[src/rtl/ini_line_classifier_core_defines.svh]
// ---------------------------------------------------------------------------
// ini_line_classifier_core_defines.svh
// Assertion macros for the line classifier RTL.
// ---------------------------------------------------------------------------
`ifndef INI_LINE_CLASSIFIER_CORE_DEFINES_SVH
`define INI_LINE_CLASSIFIER_CORE_DEFINES_SVH

`ifndef SYNTHESIS
// Clocked check, disabled while reset is asserted.
`define INI_LC_ASSERT(lbl, prop) \
  lbl: assert property (@(posedge clk_i) disable iff (!rst_ni) prop) \
    else $error("ini_lc assertion failed");
// Clocked check that also holds during reset.
`define INI_LC_ASSERT_ALWAYS(lbl, prop) \
  lbl: assert property (@(posedge clk_i) prop) \
    else $error("ini_lc assertion failed");
`else
`define INI_LC_ASSERT(lbl, prop)
`define INI_LC_ASSERT_ALWAYS(lbl, prop)
`endif

`endif

[src/rtl/ini_lc_pkg.sv]
// ---------------------------------------------------------------------------
// ini_lc_pkg
// Shared constants, codes and the parse state type of the line classifier.
// ---------------------------------------------------------------------------
package ini_lc_pkg;

  localparam int MAX_LINE = 4096;
  localparam int POS_W    = $clog2(MAX_LINE);
  localparam int OUT_W    = 12;

  localparam logic [POS_W-1:0] POS_MAX = POS_W'(MAX_LINE - 1);

  // parser phases
  localparam logic [3:0] PH_LEAD     = 4'd0;
  localparam logic [3:0] PH_SEC_LEAD = 4'd1;
  localparam logic [3:0] PH_SEC_BODY = 4'd2;
  localparam logic [3:0] PH_SEC_DONE = 4'd3;
  localparam logic [3:0] PH_CMT_WS   = 4'd4;
  localparam logic [3:0] PH_KEY      = 4'd5;
  localparam logic [3:0] PH_KEY_WS   = 4'd6;
  localparam logic [3:0] PH_VAL_LEAD = 4'd7;
  localparam logic [3:0] PH_VAL_BODY = 4'd8;
  localparam logic [3:0] PH_FAIL     = 4'd9;
  localparam logic [3:0] PH_SET_DONE = 4'd10;

  // class of the first non-blank character
  localparam logic [1:0] FC_NONE    = 2'd0;
  localparam logic [1:0] FC_SECTION = 2'd1;
  localparam logic [1:0] FC_COMMENT = 2'd2;
  localparam logic [1:0] FC_OTHER   = 2'd3;

  // line kinds
  localparam logic [2:0] KIND_BLANK    = 3'd0;
  localparam logic [2:0] KIND_SECTION  = 3'd1;
  localparam logic [2:0] KIND_CMT_SET  = 3'd2;
  localparam logic [2:0] KIND_COMMENT  = 3'd3;
  localparam logic [2:0] KIND_COMMAND  = 3'd4;
  localparam logic [2:0] KIND_SETTING  = 3'd5;
  localparam logic [2:0] KIND_UNKNOWN  = 3'd6;

  // line endings
  localparam logic [1:0] EOL_NONE = 2'd0;
  localparam logic [1:0] EOL_LF   = 2'd1;
  localparam logic [1:0] EOL_CR   = 2'd2;
  localparam logic [1:0] EOL_CRLF = 2'd3;

  localparam logic [7:0] CH_LF = 8'h0A;
  localparam logic [7:0] CH_CR = 8'h0D;

  typedef struct packed {
    logic [POS_W-1:0] pos;
    logic [3:0]       phase;
    logic [1:0]       fclass;
    logic [POS_W-1:0] key_b;
    logic [POS_W-1:0] key_e;
    logic [POS_W-1:0] val_b;
    logic [POS_W-1:0] val_e;
    logic [POS_W-1:0] cmt_pos;
    logic             cmt_found;
    logic [POS_W-1:0] name_b;
    logic [POS_W-1:0] name_e;
    logic             ovf;
  } parse_t;

  // Fit an offset to the 12-bit result fields.
  function automatic logic [OUT_W-1:0] to_out(input logic [POS_W-1:0] p);
    logic [31:0] w;
    w = 32'(p);
    return w[OUT_W-1:0];
  endfunction

endpackage

[src/rtl/ini_line_classifier_core.sv]
// ---------------------------------------------------------------------------
// ini_line_classifier_core
// Streaming classifier for one line of an INI-style configuration file.
// ---------------------------------------------------------------------------
// Usage:
//   Input channel (in_valid_i / in_ready_o) carries one byte of a line per
//   beat, end-of-line bytes included; last_i marks the final byte and
//   in_autoexec_i is sampled with it. Only the last beat of a line yields
//   a result beat on the output channel (out_valid_o / out_ready_i), which
//   carries the kind, the stripped ending, the body length and offsets.
//   Throughput: one byte per cycle. Each beat goes through an input
//   register and then a single parse pass; the final beat runs up to three
//   chained parser steps (two held bytes plus itself) in that pass.
//   The last byte passes the input register, then the result register,
//   which raises out_valid_o; a stall can hold it in the input register.
//   The next line can start right behind the last byte of the previous one.
//   If the receiver stalls, the result is held in the output register and
//   bytes keep flowing until a second last byte reaches the parse stage;
//   that beat waits there and in_ready_o drops until the result is taken.
//   Reset clears the parse state, the two-byte hold buffer and both
//   valid flags, so the block can take a beat as soon as reset ends.
// ---------------------------------------------------------------------------
`include "ini_line_classifier_core_defines.svh"

module ini_line_classifier_core (
  input  logic        clk_i,
  input  logic        rst_ni,
  input  logic        in_valid_i,
  output logic        in_ready_o,
  input  logic [7:0]  ch_i,
  input  logic        last_i,
  input  logic        in_autoexec_i,
  output logic        out_valid_o,
  input  logic        out_ready_i,
  output logic [2:0]  line_kind_o,
  output logic [1:0]  eol_kind_o,
  output logic [11:0] body_length_o,
  output logic [11:0] key_first_o,
  output logic [11:0] key_stop_o,
  output logic [11:0] value_first_o,
  output logic [11:0] value_stop_o,
  output logic [11:0] comment_first_o,
  output logic        has_comment_o,
  output logic [11:0] section_first_o,
  output logic [11:0] section_stop_o,
  output logic        too_long_o
);

  // input register
  logic       in_valid_q;
  logic [7:0] ch_q;
  logic       last_q;
  logic       autoexec_q;

  // hold buffer and parse state
  logic [7:0]         held0_q, held0_d;
  logic [7:0]         held1_q, held1_d;
  logic [1:0]         held_cnt_q, held_cnt_d;
  ini_lc_pkg::parse_t parse_q, parse_d, parse_clr;
  ini_lc_pkg::parse_t st0, st1, st2;

  logic       advance;
  logic       prev_cr;
  logic [1:0] eol;
  logic [1:0] keep;
  logic       en0, en1, en2;
  logic [7:0] b0, b1;
  logic       setting_ok;
  logic [2:0] kind;

  // result register
  logic        out_valid_q;
  logic [2:0]  kind_q;
  logic [1:0]  eol_q;
  logic [11:0] len_q, key_b_q, key_e_q, val_b_q, val_e_q;
  logic [11:0] cmt_q, name_b_q, name_e_q;
  logic        has_cmt_q, ovf_q;

  // a last beat waits while an earlier result is still unclaimed
  assign advance    = in_valid_q && (!last_q || !out_valid_q || out_ready_i);
  assign in_ready_o = !in_valid_q || advance;

  always_ff @(posedge clk_i or negedge rst_ni) begin
    if (!rst_ni) begin
      in_valid_q <= 1'b0;
    end else if (in_ready_o) begin
      in_valid_q <= in_valid_i;
    end
  end

  always_ff @(posedge clk_i) begin
    if (in_ready_o && in_valid_i) begin
      ch_q       <= ch_i;
      last_q     <= last_i;
      autoexec_q <= in_autoexec_i;
    end
  end

  // closing line ending detection over held bytes and the current byte
  always_comb begin
    prev_cr = 1'b0;
    if (held_cnt_q == 2'd2) begin
      prev_cr = (held1_q == ini_lc_pkg::CH_CR);
    end else if (held_cnt_q == 2'd1) begin
      prev_cr = (held0_q == ini_lc_pkg::CH_CR);
    end
    if ((ch_q == ini_lc_pkg::CH_LF) && prev_cr) begin
      eol  = ini_lc_pkg::EOL_CRLF;
      keep = held_cnt_q - 2'd1;
    end else if (ch_q == ini_lc_pkg::CH_LF) begin
      eol  = ini_lc_pkg::EOL_LF;
      keep = held_cnt_q;
    end else if (ch_q == ini_lc_pkg::CH_CR) begin
      eol  = ini_lc_pkg::EOL_CR;
      keep = held_cnt_q;
    end else begin
      eol  = ini_lc_pkg::EOL_NONE;
      keep = held_cnt_q + 2'd1;
    end
  end

  assign b0  = (held_cnt_q == 2'd0) ? ch_q : held0_q;
  assign b1  = (held_cnt_q == 2'd2) ? held1_q : ch_q;
  assign en0 = last_q ? (keep != 2'd0) : (held_cnt_q == 2'd2);
  assign en1 = last_q && (keep >= 2'd2);
  assign en2 = last_q && (keep == 2'd3);

  ini_lc_step u_step0 (.state_i(parse_q), .ch_i(b0),   .en_i(en0), .state_o(st0));
  ini_lc_step u_step1 (.state_i(st0),     .ch_i(b1),   .en_i(en1), .state_o(st1));
  ini_lc_step u_step2 (.state_i(st1),     .ch_i(ch_q), .en_i(en2), .state_o(st2));

  always_comb begin
    parse_clr        = '0;
    parse_clr.phase  = ini_lc_pkg::PH_LEAD;
    parse_clr.fclass = ini_lc_pkg::FC_NONE;
  end

  always_comb begin
    parse_d    = parse_q;
    held0_d    = held0_q;
    held1_d    = held1_q;
    held_cnt_d = held_cnt_q;
    if (advance) begin
      if (last_q) begin
        parse_d    = parse_clr;
        held0_d    = 8'h00;
        held1_d    = 8'h00;
        held_cnt_d = 2'd0;
      end else begin
        parse_d = st2;
        // shift the oldest byte out to the parser once both slots fill
        if (held_cnt_q == 2'd2) begin
          held0_d = held1_q;
          held1_d = ch_q;
        end else if (held_cnt_q == 2'd1) begin
          held1_d    = ch_q;
          held_cnt_d = 2'd2;
        end else begin
          held0_d    = ch_q;
          held_cnt_d = 2'd1;
        end
      end
    end
  end

  always_ff @(posedge clk_i or negedge rst_ni) begin
    if (!rst_ni) begin
      parse_q    <= '0;
      held0_q    <= 8'h00;
      held1_q    <= 8'h00;
      held_cnt_q <= 2'd0;
    end else begin
      parse_q    <= parse_d;
      held0_q    <= held0_d;
      held1_q    <= held1_d;
      held_cnt_q <= held_cnt_d;
    end
  end

  // classify from the state after the final bytes
  always_comb begin
    setting_ok = st2.phase inside {ini_lc_pkg::PH_VAL_LEAD, ini_lc_pkg::PH_VAL_BODY,
                                   ini_lc_pkg::PH_SET_DONE};
    if (st2.phase == ini_lc_pkg::PH_LEAD) begin
      kind = ini_lc_pkg::KIND_BLANK;
    end else if (st2.fclass == ini_lc_pkg::FC_SECTION) begin
      kind = (st2.phase == ini_lc_pkg::PH_SEC_DONE) ? ini_lc_pkg::KIND_SECTION
                                                    : ini_lc_pkg::KIND_UNKNOWN;
    end else if (st2.fclass == ini_lc_pkg::FC_COMMENT) begin
      kind = setting_ok ? ini_lc_pkg::KIND_CMT_SET : ini_lc_pkg::KIND_COMMENT;
    end else if (autoexec_q) begin
      kind = ini_lc_pkg::KIND_COMMAND;
    end else begin
      kind = setting_ok ? ini_lc_pkg::KIND_SETTING : ini_lc_pkg::KIND_UNKNOWN;
    end
  end

  always_ff @(posedge clk_i or negedge rst_ni) begin
    if (!rst_ni) begin
      out_valid_q <= 1'b0;
    end else if (advance && last_q) begin
      out_valid_q <= 1'b1;
    end else if (out_ready_i) begin
      out_valid_q <= 1'b0;
    end
  end

  always_ff @(posedge clk_i) begin
    if (advance && last_q) begin
      kind_q    <= kind;
      eol_q     <= eol;
      len_q     <= ini_lc_pkg::to_out(st2.pos);
      ovf_q     <= st2.ovf;
      key_b_q   <= 12'd0;
      key_e_q   <= 12'd0;
      val_b_q   <= 12'd0;
      val_e_q   <= 12'd0;
      cmt_q     <= 12'd0;
      has_cmt_q <= 1'b0;
      name_b_q  <= 12'd0;
      name_e_q  <= 12'd0;
      if ((kind == ini_lc_pkg::KIND_CMT_SET) || (kind == ini_lc_pkg::KIND_SETTING)) begin
        key_b_q <= ini_lc_pkg::to_out(st2.key_b);
        key_e_q <= ini_lc_pkg::to_out(st2.key_e);
        val_b_q <= ini_lc_pkg::to_out(st2.val_b);
        val_e_q <= ini_lc_pkg::to_out(st2.val_e);
      end
      if ((kind == ini_lc_pkg::KIND_SETTING) && st2.cmt_found) begin
        cmt_q     <= ini_lc_pkg::to_out(st2.cmt_pos);
        has_cmt_q <= 1'b1;
      end
      if (kind == ini_lc_pkg::KIND_SECTION) begin
        name_b_q <= ini_lc_pkg::to_out(st2.name_b);
        name_e_q <= ini_lc_pkg::to_out(st2.name_e);
      end
    end
  end

  assign out_valid_o     = out_valid_q;
  assign line_kind_o     = kind_q;
  assign eol_kind_o      = eol_q;
  assign body_length_o   = len_q;
  assign key_first_o     = key_b_q;
  assign key_stop_o      = key_e_q;
  assign value_first_o   = val_b_q;
  assign value_stop_o    = val_e_q;
  assign comment_first_o = cmt_q;
  assign has_comment_o   = has_cmt_q;
  assign section_first_o = name_b_q;
  assign section_stop_o  = name_e_q;
  assign too_long_o      = ovf_q;

  `INI_LC_ASSERT_ALWAYS(a_held_cnt_range, !rst_ni || (held_cnt_q != 2'd3))
  `INI_LC_ASSERT(a_last_clears, (advance && last_q) |=>
                 (out_valid_q && (held_cnt_q == 2'd0) &&
                  (parse_q.phase == ini_lc_pkg::PH_LEAD)))
  `INI_LC_ASSERT(a_ovf_saturates, parse_q.ovf |-> (parse_q.pos == ini_lc_pkg::POS_MAX))
  `INI_LC_ASSERT(a_stall_cause, !in_ready_o |-> (in_valid_q && last_q && out_valid_q && !out_ready_i))

endmodule

[src/rtl/ini_lc_step.sv]
// ---------------------------------------------------------------------------
// ini_lc_step
// One parser step: advance the parse state by one body byte.
// ---------------------------------------------------------------------------
module ini_lc_step (
  input  ini_lc_pkg::parse_t state_i,
  input  logic [7:0]         ch_i,
  input  logic               en_i,
  output ini_lc_pkg::parse_t state_o
);

  localparam logic [7:0] CH_SPACE = 8'h20;
  localparam logic [7:0] CH_TAB   = 8'h09;
  localparam logic [7:0] CH_LBR   = 8'h5B;
  localparam logic [7:0] CH_RBR   = 8'h5D;
  localparam logic [7:0] CH_HASH  = 8'h23;
  localparam logic [7:0] CH_SEMI  = 8'h3B;
  localparam logic [7:0] CH_EQ    = 8'h3D;
  localparam logic [7:0] CH_USCR  = 8'h5F;

  logic                         blank;
  logic                         word;
  logic                         cmt_ch;
  logic [ini_lc_pkg::POS_W-1:0] p;
  logic [ini_lc_pkg::POS_W-1:0] pp;

  assign p      = state_i.pos;
  assign pp     = (p >= ini_lc_pkg::POS_MAX) ? ini_lc_pkg::POS_MAX : p + 1'b1;
  assign blank  = (ch_i == CH_SPACE) || (ch_i == CH_TAB);
  assign cmt_ch = (ch_i == CH_HASH) || (ch_i == CH_SEMI);
  assign word   = (ch_i inside {[8'h30:8'h39], [8'h41:8'h5A], [8'h61:8'h7A]}) ||
                  (ch_i == CH_USCR);

  always_comb begin
    state_o = state_i;
    if (en_i) begin
      // saturate the position and flag the overflow
      if (p >= ini_lc_pkg::POS_MAX) begin
        state_o.ovf = 1'b1;
      end else begin
        state_o.pos = p + 1'b1;
      end
      case (state_i.phase)
        ini_lc_pkg::PH_LEAD: begin
          if (!blank) begin
            if (ch_i == CH_LBR) begin
              state_o.fclass = ini_lc_pkg::FC_SECTION;
              state_o.name_b = pp;
              state_o.name_e = pp;
              state_o.phase  = ini_lc_pkg::PH_SEC_LEAD;
            end else if (cmt_ch) begin
              state_o.fclass = ini_lc_pkg::FC_COMMENT;
              state_o.phase  = ini_lc_pkg::PH_CMT_WS;
            end else begin
              state_o.fclass = ini_lc_pkg::FC_OTHER;
              if (word) begin
                state_o.key_b = p;
                state_o.key_e = pp;
                state_o.phase = ini_lc_pkg::PH_KEY;
              end else begin
                state_o.phase = ini_lc_pkg::PH_FAIL;
              end
            end
          end
        end
        ini_lc_pkg::PH_SEC_LEAD, ini_lc_pkg::PH_SEC_BODY: begin
          if (ch_i == CH_RBR) begin
            state_o.phase = ini_lc_pkg::PH_SEC_DONE;
          end else if (!blank) begin
            if (state_i.phase == ini_lc_pkg::PH_SEC_LEAD) begin
              state_o.name_b = p;
              state_o.phase  = ini_lc_pkg::PH_SEC_BODY;
            end
            state_o.name_e = pp;
          end
        end
        ini_lc_pkg::PH_CMT_WS: begin
          if (!blank) begin
            if (word) begin
              state_o.key_b = p;
              state_o.key_e = pp;
              state_o.phase = ini_lc_pkg::PH_KEY;
            end else begin
              state_o.phase = ini_lc_pkg::PH_FAIL;
            end
          end
        end
        ini_lc_pkg::PH_KEY: begin
          if (word) begin
            state_o.key_e = pp;
          end else if (blank) begin
            state_o.phase = ini_lc_pkg::PH_KEY_WS;
          end else if (ch_i == CH_EQ) begin
            state_o.val_b = pp;
            state_o.val_e = pp;
            state_o.phase = ini_lc_pkg::PH_VAL_LEAD;
          end else begin
            state_o.phase = ini_lc_pkg::PH_FAIL;
          end
        end
        ini_lc_pkg::PH_KEY_WS: begin
          if (!blank) begin
            if (ch_i == CH_EQ) begin
              state_o.val_b = pp;
              state_o.val_e = pp;
              state_o.phase = ini_lc_pkg::PH_VAL_LEAD;
            end else begin
              state_o.phase = ini_lc_pkg::PH_FAIL;
            end
          end
        end
        ini_lc_pkg::PH_VAL_LEAD, ini_lc_pkg::PH_VAL_BODY: begin
          // trailing comments only end plain settings
          if ((state_i.fclass == ini_lc_pkg::FC_OTHER) && cmt_ch) begin
            state_o.cmt_pos   = p;
            state_o.cmt_found = 1'b1;
            state_o.phase     = ini_lc_pkg::PH_SET_DONE;
          end else if (!blank) begin
            if (state_i.phase == ini_lc_pkg::PH_VAL_LEAD) begin
              state_o.val_b = p;
              state_o.phase = ini_lc_pkg::PH_VAL_BODY;
            end
            state_o.val_e = pp;
          end
        end
        default: begin
        end
      endcase
    end
  end

endmodule
[config.mk]
export PLATFORM = sky130hd
export DESIGN_NAME = ini_line_classifier_core
export DESIGN_NICKNAME = d
export VERILOG_FILES = /design/src/rtl/ini_lc_pkg.sv /design/src/rtl/ini_line_classifier_core.sv /design/src/rtl/ini_lc_step.sv
export VERILOG_INCLUDE_DIRS = /design/src /design/src/rtl
export SDC_FILE = /design/constraint.sdc
export NUM_CORES = 1
export LEC_CHECK = 0
export BUFFER_PORTS_ARGS = -buffer_cell sky130_fd_sc_hd__buf_2
export CORE_MARGIN = 8
export CORE_UTILIZATION = 30
export DETAILED_ROUTE_END_ITERATION = 8
export PLACE_DENSITY_LB_ADDON = 0.08
export REMOVE_ABC_BUFFERS = 1
export SYNTH_ARGS = -nofsm -noshare
export SYNTH_HDL_FRONTEND = slang
export SYNTH_SLANG_ARGS = --single-unit
[constraint.sdc]
create_clock -name clk_i -period 9.7 [get_ports clk_i]
set_clock_uncertainty 0.2 [all_clocks]
set_input_delay 0.485 -clock clk_i [delete_from_list [all_inputs] [get_ports clk_i]]
set_output_delay 0.485 -clock clk_i [all_outputs]
set_load 0.01 [all_outputs]
After elaboration in Yosys (flattened, before gate mapping)
Cells that the tools add are included.
{"block": "totals", "reg_bits": 237, "in_bits": 14, "output_inout_bits": 105}
{"block": "classes", "n_addsub": 5, "order_cmp": 22, "eq_ne": 66, "mux": 159, "n_reduce_logical": 57}
{"op": "two-way mux 24 bit", "n": 39}
{"op": "two-way mux 104 bit", "n": 4}
{"op": "one-hot mux 24 bit (3 select lines)", "n": 3}
{"op": "two-way mux 12 bit", "n": 15}
{"op": "two-way mux 4 bit", "n": 36}
{"op": "one-hot mux 24 bit (2 select lines)", "n": 3}
{"op": "one-hot mux 12 bit (3 select lines)", "n": 3}
{"op": "equality test 8 x 6 -> 1 bit, second input constant", "n": 12}
{"op": "two-way mux 30 bit", "n": 3}
{"op": "two-way mux 13 bit", "n": 6}
{"op": "equality test 8 x 7 -> 1 bit, second input constant", "n": 9}
{"op": "one-hot mux 12 bit (2 select lines)", "n": 3}
{"op": "one-hot mux 4 bit (6 select lines)", "n": 3}
{"op": "two-way mux 8 bit", "n": 8}
{"op": "equality test 8 x 4 -> 1 bit, second input constant", "n": 7}
{"op": "equality test 4 x 3 -> 1 bit, second input constant", "n": 13}
{"op": "greater-or-equal comparator 8 x 7 -> 1 bit, second input constant", "n": 6}
{"op": "<= comparator 8 x 7 -> 1 bit, second input constant", "n": 6}
{"op": "adder 12 x 1 -> 12 bit, second input constant", "n": 3}
{"op": "greater-or-equal comparator 12 bit, second input constant", "n": 3}
{"op": "two-way mux 6 bit", "n": 6}
{"op": "two-way mux 2 bit", "n": 13}
{"op": "greater-or-equal comparator 8 x 6 -> 1 bit, second input constant", "n": 3}
{"op": "<= comparator 8 x 6 -> 1 bit, second input constant", "n": 3}
{"op": "24 further kinds", "n": 99}

Longest topological paths before layout
{"block": "depth", "word_depth": 38, "ltp_mapped": 31}

Hierarchy
From an unflattened synthesis, not the netlist that was laid out.
{"block": "hier_totals", "hier_cells": 1755, "hier_area_um2": 17111.4}
{"mod": "ini_line_classifier_core", "instances": 1, "cells_per_inst": 630, "area_per_inst_um2": 9132.5}
{"mod": "ini_lc_step at u_step0", "instances": 1, "cells_per_inst": 394, "area_per_inst_um2": 2713.9}
{"mod": "ini_lc_step at u_step2", "instances": 1, "cells_per_inst": 367, "area_per_inst_um2": 2643.8}
{"mod": "ini_lc_step at u_step1", "instances": 1, "cells_per_inst": 364, "area_per_inst_um2": 2621.3}

Least setup slack after synthesis
Ideal clock, no wire load.
{"block": "synth_path", "path_kind": "register -> register", "start": "register parse_q[93] (netlist bit)", "end": "register val_b_q[0], in the netlist value_first_o[0] (data pin)", "t_arrival_ps": 6425, "path_slack_ps": 2926, "stages_incl_launch_ff": 30, "synth_period_minus_slack_ps": 6774, "path_cell_list": "dfrtp_1 ha_1 clkbuf_1 and4_1 clkbuf_1 nand2_1 nor2_1 inv_1 clkbuf_1 clkbuf_1 ha_1 o211a_1 a21oi_1 inv_1 ha_1 o21ai_1 a2111oi_4 inv_2 ha_1 nor2_1 a21oi_1 ha_1 and3_1 and3_1 nor2b_1 buf_4 inv_2 ha_1 o221a_2 nor3_2"}
{"block": "synth_via", "elab_chain_cells": 17, "elab_cells_between_ends": 32, "classes_between": "3 x add/sub; 3 x order compare; 26 x mux"}
{"element": "start: declaration", "line_no": "ini_line_classifier_core.sv:59", "source": "ini_lc_pkg::parse_t parse_q, parse_d, parse_clr;"}
{"element": "start signal: assignment", "line_no": "ini_line_classifier_core.sv:173", "source": "parse_q <= parse_d;"}
{"element": "greater-or-equal comparator 12 bit", "line_no": "ini_lc_step.sv:28, ini_lc_step.sv:38"}
{"element": "two-way mux 12 bit", "line_no": "ini_lc_step.sv:28", "source": "assign pp = (p >= ini_lc_pkg::POS_MAX) ? ini_lc_pkg::POS_MAX : p + 1'b1;"}
{"element": "two-way mux 24 bit", "line_no": "ini_lc_step.sv:93, ini_lc_step.sv:103"}
{"element": "two-way mux 24 bit", "line_no": "ini_lc_step.sv:91", "source": "end else if (blank) begin"}
{"element": "two-way mux 24 bit", "line_no": "ini_lc_step.sv:89", "source": "if (word) begin"}
{"element": "one-hot mux 24 bit (3 select lines)", "line_no": "ini_lc_step.sv:43", "source": "case (state_i.phase)"}
{"element": "two-way mux 104 bit (*)", "line_no": "ini_lc_step.sv:36", "source": "if (en_i) begin"}
{"element": "parallel branches: the longest is 4 deep, another holds adder 12 x 1 -> 12 bit"}
{"element": "two-way mux 104 bit (*)", "line_no": "ini_lc_step.sv:36"}
{"element": "parallel branches: the longest is 4 deep, another holds adder 12 x 1 -> 12 bit"}
{"element": "two-way mux 104 bit (*)", "line_no": "ini_lc_step.sv:36"}
{"element": "end signal: assignment", "line_no": "ini_line_classifier_core.sv:225", "source": "val_b_q <= ini_lc_pkg::to_out(st2.val_b);"}
{"element": "end: declaration", "line_no": "ini_line_classifier_core.sv:75", "source": "logic [11:0] len_q, key_b_q, key_e_q, val_b_q, val_e_q;"}
Mark *: on every way between the ends.
A chain may end at the register's enable or synchronous reset.

Final worst setup path
{"block": "layout_path", "start": "register parse_q[93] (netlist bit)", "end": "register name_b_q[0], in the netlist section_first_o[0] (data pin)"}
{"block": "layout_via", "elab_chain_cells": 16, "elab_cells_between_ends": 29, "classes_between": "3 x add/sub; 3 x order compare; 23 x mux"}
{"element": "greater-or-equal comparator 12 bit", "line_no": "ini_lc_step.sv:28, ini_lc_step.sv:38"}
{"element": "two-way mux 12 bit", "line_no": "ini_lc_step.sv:28"}
{"element": "two-way mux 24 bit", "line_no": "ini_lc_step.sv:46", "source": "if (ch_i == CH_LBR) begin"}
{"element": "two-way mux 24 bit", "line_no": "ini_lc_step.sv:45", "source": "if (!blank) begin"}
{"element": "one-hot mux 24 bit (2 select lines)", "line_no": "ini_lc_step.sv:43"}
{"element": "two-way mux 104 bit (*)", "line_no": "ini_lc_step.sv:36"}
{"element": "parallel branches: the longest is 4 deep, another holds adder 12 x 1 -> 12 bit"}
{"element": "two-way mux 104 bit (*)", "line_no": "ini_lc_step.sv:36"}
{"element": "parallel branches: the longest is 4 deep, another holds adder 12 x 1 -> 12 bit"}
{"element": "two-way mux 104 bit (*)", "line_no": "ini_lc_step.sv:36"}
{"element": "end signal: assignment", "line_no": "ini_line_classifier_core.sv:233", "source": "name_b_q <= ini_lc_pkg::to_out(st2.name_b);"}
{"element": "end: declaration", "line_no": "ini_line_classifier_core.sv:76", "source": "logic [11:0] cmt_q, name_b_q, name_e_q;"}
Marks and branches as above.

==> reports/metrics.csv <==
metric,value,unit
critical_path.most_common_cell,ha_1,
rsz0062_at_grt,false,
die-area,68500,um2
slowest_delay,740,ps
netlist_area,18100,um2
setup_violations,0,
maxSlewHeadroom,10.7,%
drc,0,
wl_per_cell,30.9,um
routed_via_density,6.18,
fillers,6338,
synth_most_common_cell,nand2_1,
drive_above_1_share,18.8,%
clk_pin_slew_worst_paths,60,ps
dp_hpwl,68300,um
cap_violations,0,
path_cells,ha_1 > and4_1 > nand2_1 > nor2_1 > inv_1 > ha_1 > o211a_1 > a21oi_2 > inv_1 > ha_1 > o21ai_1 > a2111oi_4 > nor2_1 > mux2_2 > ha_1 > and3_1 > and3_1 > nor2b_2 > inv_2 > ha_1 > nand2_1 > a32oi_1 > o22ai_1 > and2_1,
num_antenna_cells,0,
p_int,2.82,mW
die_w,262,um
crit_arrival,9600,ps
antenna_found_initial,3,
post-route-period-util,96.3,%
p_seq_share,21.7,%
syn_inst,2177,
area_growth_syn_to_layout,16.0,%
drt_first_pass_iters,7,
yosysUniqueCellTypes,110,
wl,95300,um
p_leak,7.69,nW
reg2reg_from,parse_q[93],
grt_pass1_vias,18206,
drt_iter0_drc,2151,
yosysWarnings,0,
synth_top_area_cell,edfxtp_1,
layout_setup_ws,356,ps
crit_end,section_first_o[0],
grt_pass1_wl,137000,um
irDropWorstVdd,0.000371,V
status,finished clean,
fmax,107,MHz
synth_commonest_cells,"nand2_1 (302), o21ai_0 (221), nor2_1 (189), a21oi_1 (161), dfrtp_1 (124)",
reg2regPathDepth,24,
io_pins,119,
switchingPower,3.25,mW
final_core_util,35.0,%
place_ws,-66.2,ps
p_comb_share,58.5,%
hold_path_startpoint,parse_q[26],
ctsRootBufferMaster,clkbuf_16,
rows,90,
via_count,19064,
slew_violations,0,
critical_path.endpoint_type,flip-flop,
grt-ovfl-total,0,
power_frac_clock,19.8,%
critPathRequiredTime,9960,ps
dominantRegCellSynth,dfrtp_1,
cts.sinks,237,
crit_start,parse_q[93],
htree_levels,1,
synth_top_cell_area_share,18.7,%
netSwitchingFraction,53.6,%
whs_path_depth,2,
power_density,289,nW/um2
start_kind,flip-flop,
core-area,60000,um2
fin_nets,2302,
grt_usage,27.1,%
clock_latency,600,ps
synth_area_leaders,"edfxtp_1 (19%), dfrtp_1 (17%), nand2_1 (6.3%), o21ai_0 (6.1%), a21oi_1 (4.5%)",
grt_max_degree,76,
cts_buffers,31,
hold_class,flip-flop to flip-flop,
ant_nets,0,
critical_path.slowest_cell,dfrtp_1,
r2r-end,section_first_o[0],
cts_tree,yes,
ys_async_sr_fraction,52.3,%
period_needed,9340,ps
yosysSeqAreaShare,35.9,%
crit_type,flip-flop to flip-flop,
r2r_setup_slack,360,ps
syn_avg_cell_area,8.32,um2
ys_seq_elements,237,
hold_violations,0,
ctsLongestPathBuffers,3,
die_h,262,um
initial_utilization,30.2,%
io_buffers,118,
finalPower,6.07,mW
synth_edf_count,113,
worstMarginPinSlew,1320,ps
place_congestion,0.973,
path_max_fanout,10,
critical path, delay by kind of cell, from the launching register on:
family	cells	cell delay, ps
AND/OR/NAND/NOR	9	3120
adder cells (fa/ha/maj)	5	2130
AO/OA/AOI/OAI	6	1860
flip-flops	1	740
buffers and inverters	3	570
multiplexers	1	520
flip-flops by register name, indices dropped and copies added (netlist names), 2 cells and up:
signal / cells
value_first_o: 12
section_first_o: 12
eol_kind_o: 2
line_kind_o: 3
value_stop_o: 12
comment_first_o: 12
ch_q: 8
parse_q: 104
held1_q: 8
body_length_o: 12
held_cnt_q: 2
key_first_o: 12
held0_q: 8
section_stop_o: 12
key_stop_o: 12
per-layer routing:
| layer | share of wire [%] | wire length (um) | track usage [%] |
|---|---|---|---|
| met5 | 0.034 | 32 | 0 |
| met4 | 4.5 | 4270 | 10.8 |
| met1 | 45 | 42500 | 38.3 |
| met3 | 7.9 | 7560 | 5.12 |
| met2 | 43 | 40900 | 40.5 |
cells in the final DEF (no fill, tap or decap), types with 39 or more instances in the layout:
cell type  synthesis  final
nor2_1           189    186
nand2_1          302    300
o21ai_0          221    219
a21oi_1          161    158
edfxtp_1         113    113
buf_2             24    117
nand3_1           53     53
nor3_2            52     54
o22ai_1           41     41
a22oi_1           39     39
mux2i_1           59     59
a22o_1            41     41
dfrtp_1          124    124
nor3_1            42     40
buf_4              5     94
what timing repair did:
action | 4_1_cts | 5_1_grt
endpoints found under the hold margin | 86 | 0
cloned | 0 | 0
setup buffers | 0 | 3
pin swaps | 0 | 1
hold buffers | 13 | 0
endpoints found under the setup margin | 2 | 10
gates resized for setup | 1 | 2
per-stage QoR:
| step | hold slack, ps | area (um2) | cells | TNS, ps |
|---|---|---|---|---|
| finish | 277 | 21000 | 3085 | 0 |
| global route | 308 | 21000 | 3085 | 0 |
| CTS | 282 | 21000 | 3082 | 0 |
| detailed placement | 268 | 19800 | 3012 | -77.2 |
| global placement | 257 | 19800 | 3012 | -810 |
| floorplan | -10.6 | 17400 | 2020 | 0 |
final cells by class:
cell class                      count  area (um2)  area share, %
Multi-Input combinational cell   1750       10900           52.0
Sequential cell                   237        6500           30.9
Timing Repair Buffer              226        1450           6.92
Tap cell                          782         978           4.66
Clock buffer                       39         826           3.93
Clock inverter                     18         213           1.01
Inverter                           33         124          0.590
logic make-up (layout without fill, tap and decap cells):
group | Yosys count | count (layout) | synth area share [%]
compound gates | 786 | 786 | 28.7
xor+xnor | 28 | 28 | 1.35
fa+ha+maj | 10 | 10 | 0.677
buf+inv | 190 | 316 | 4.67
flops | 237 | 237 | 35.9
mux | 84 | 84 | 4.84
simple gates | 842 | 842 | 23.9
power by group through the flow:
stage | clock, mW | combinational (mW) | sequential [mW]
floorplan | 0 | 2.02 | 1.29
global placement | 0 | 3.45 | 1.33
detailed placement | 0 | 3.45 | 1.33
CTS | 1.23 | 3.47 | 1.31
global route | 1.26 | 3.75 | 1.33
finish | 1.20 | 3.55 | 1.32
worst min-delay path by stage:
stage / endpoint / slack, ps
after floorplan: held0_q[0] / -10
after global placement: parse_q[33] / 260
after detailed placement: parse_q[32] / 270
after CTS: parse_q[26] / 280
after global routing: parse_q[69] / 310
final: parse_q[26] / 280
Note: power is estimated with default switching activity, not from simulation.
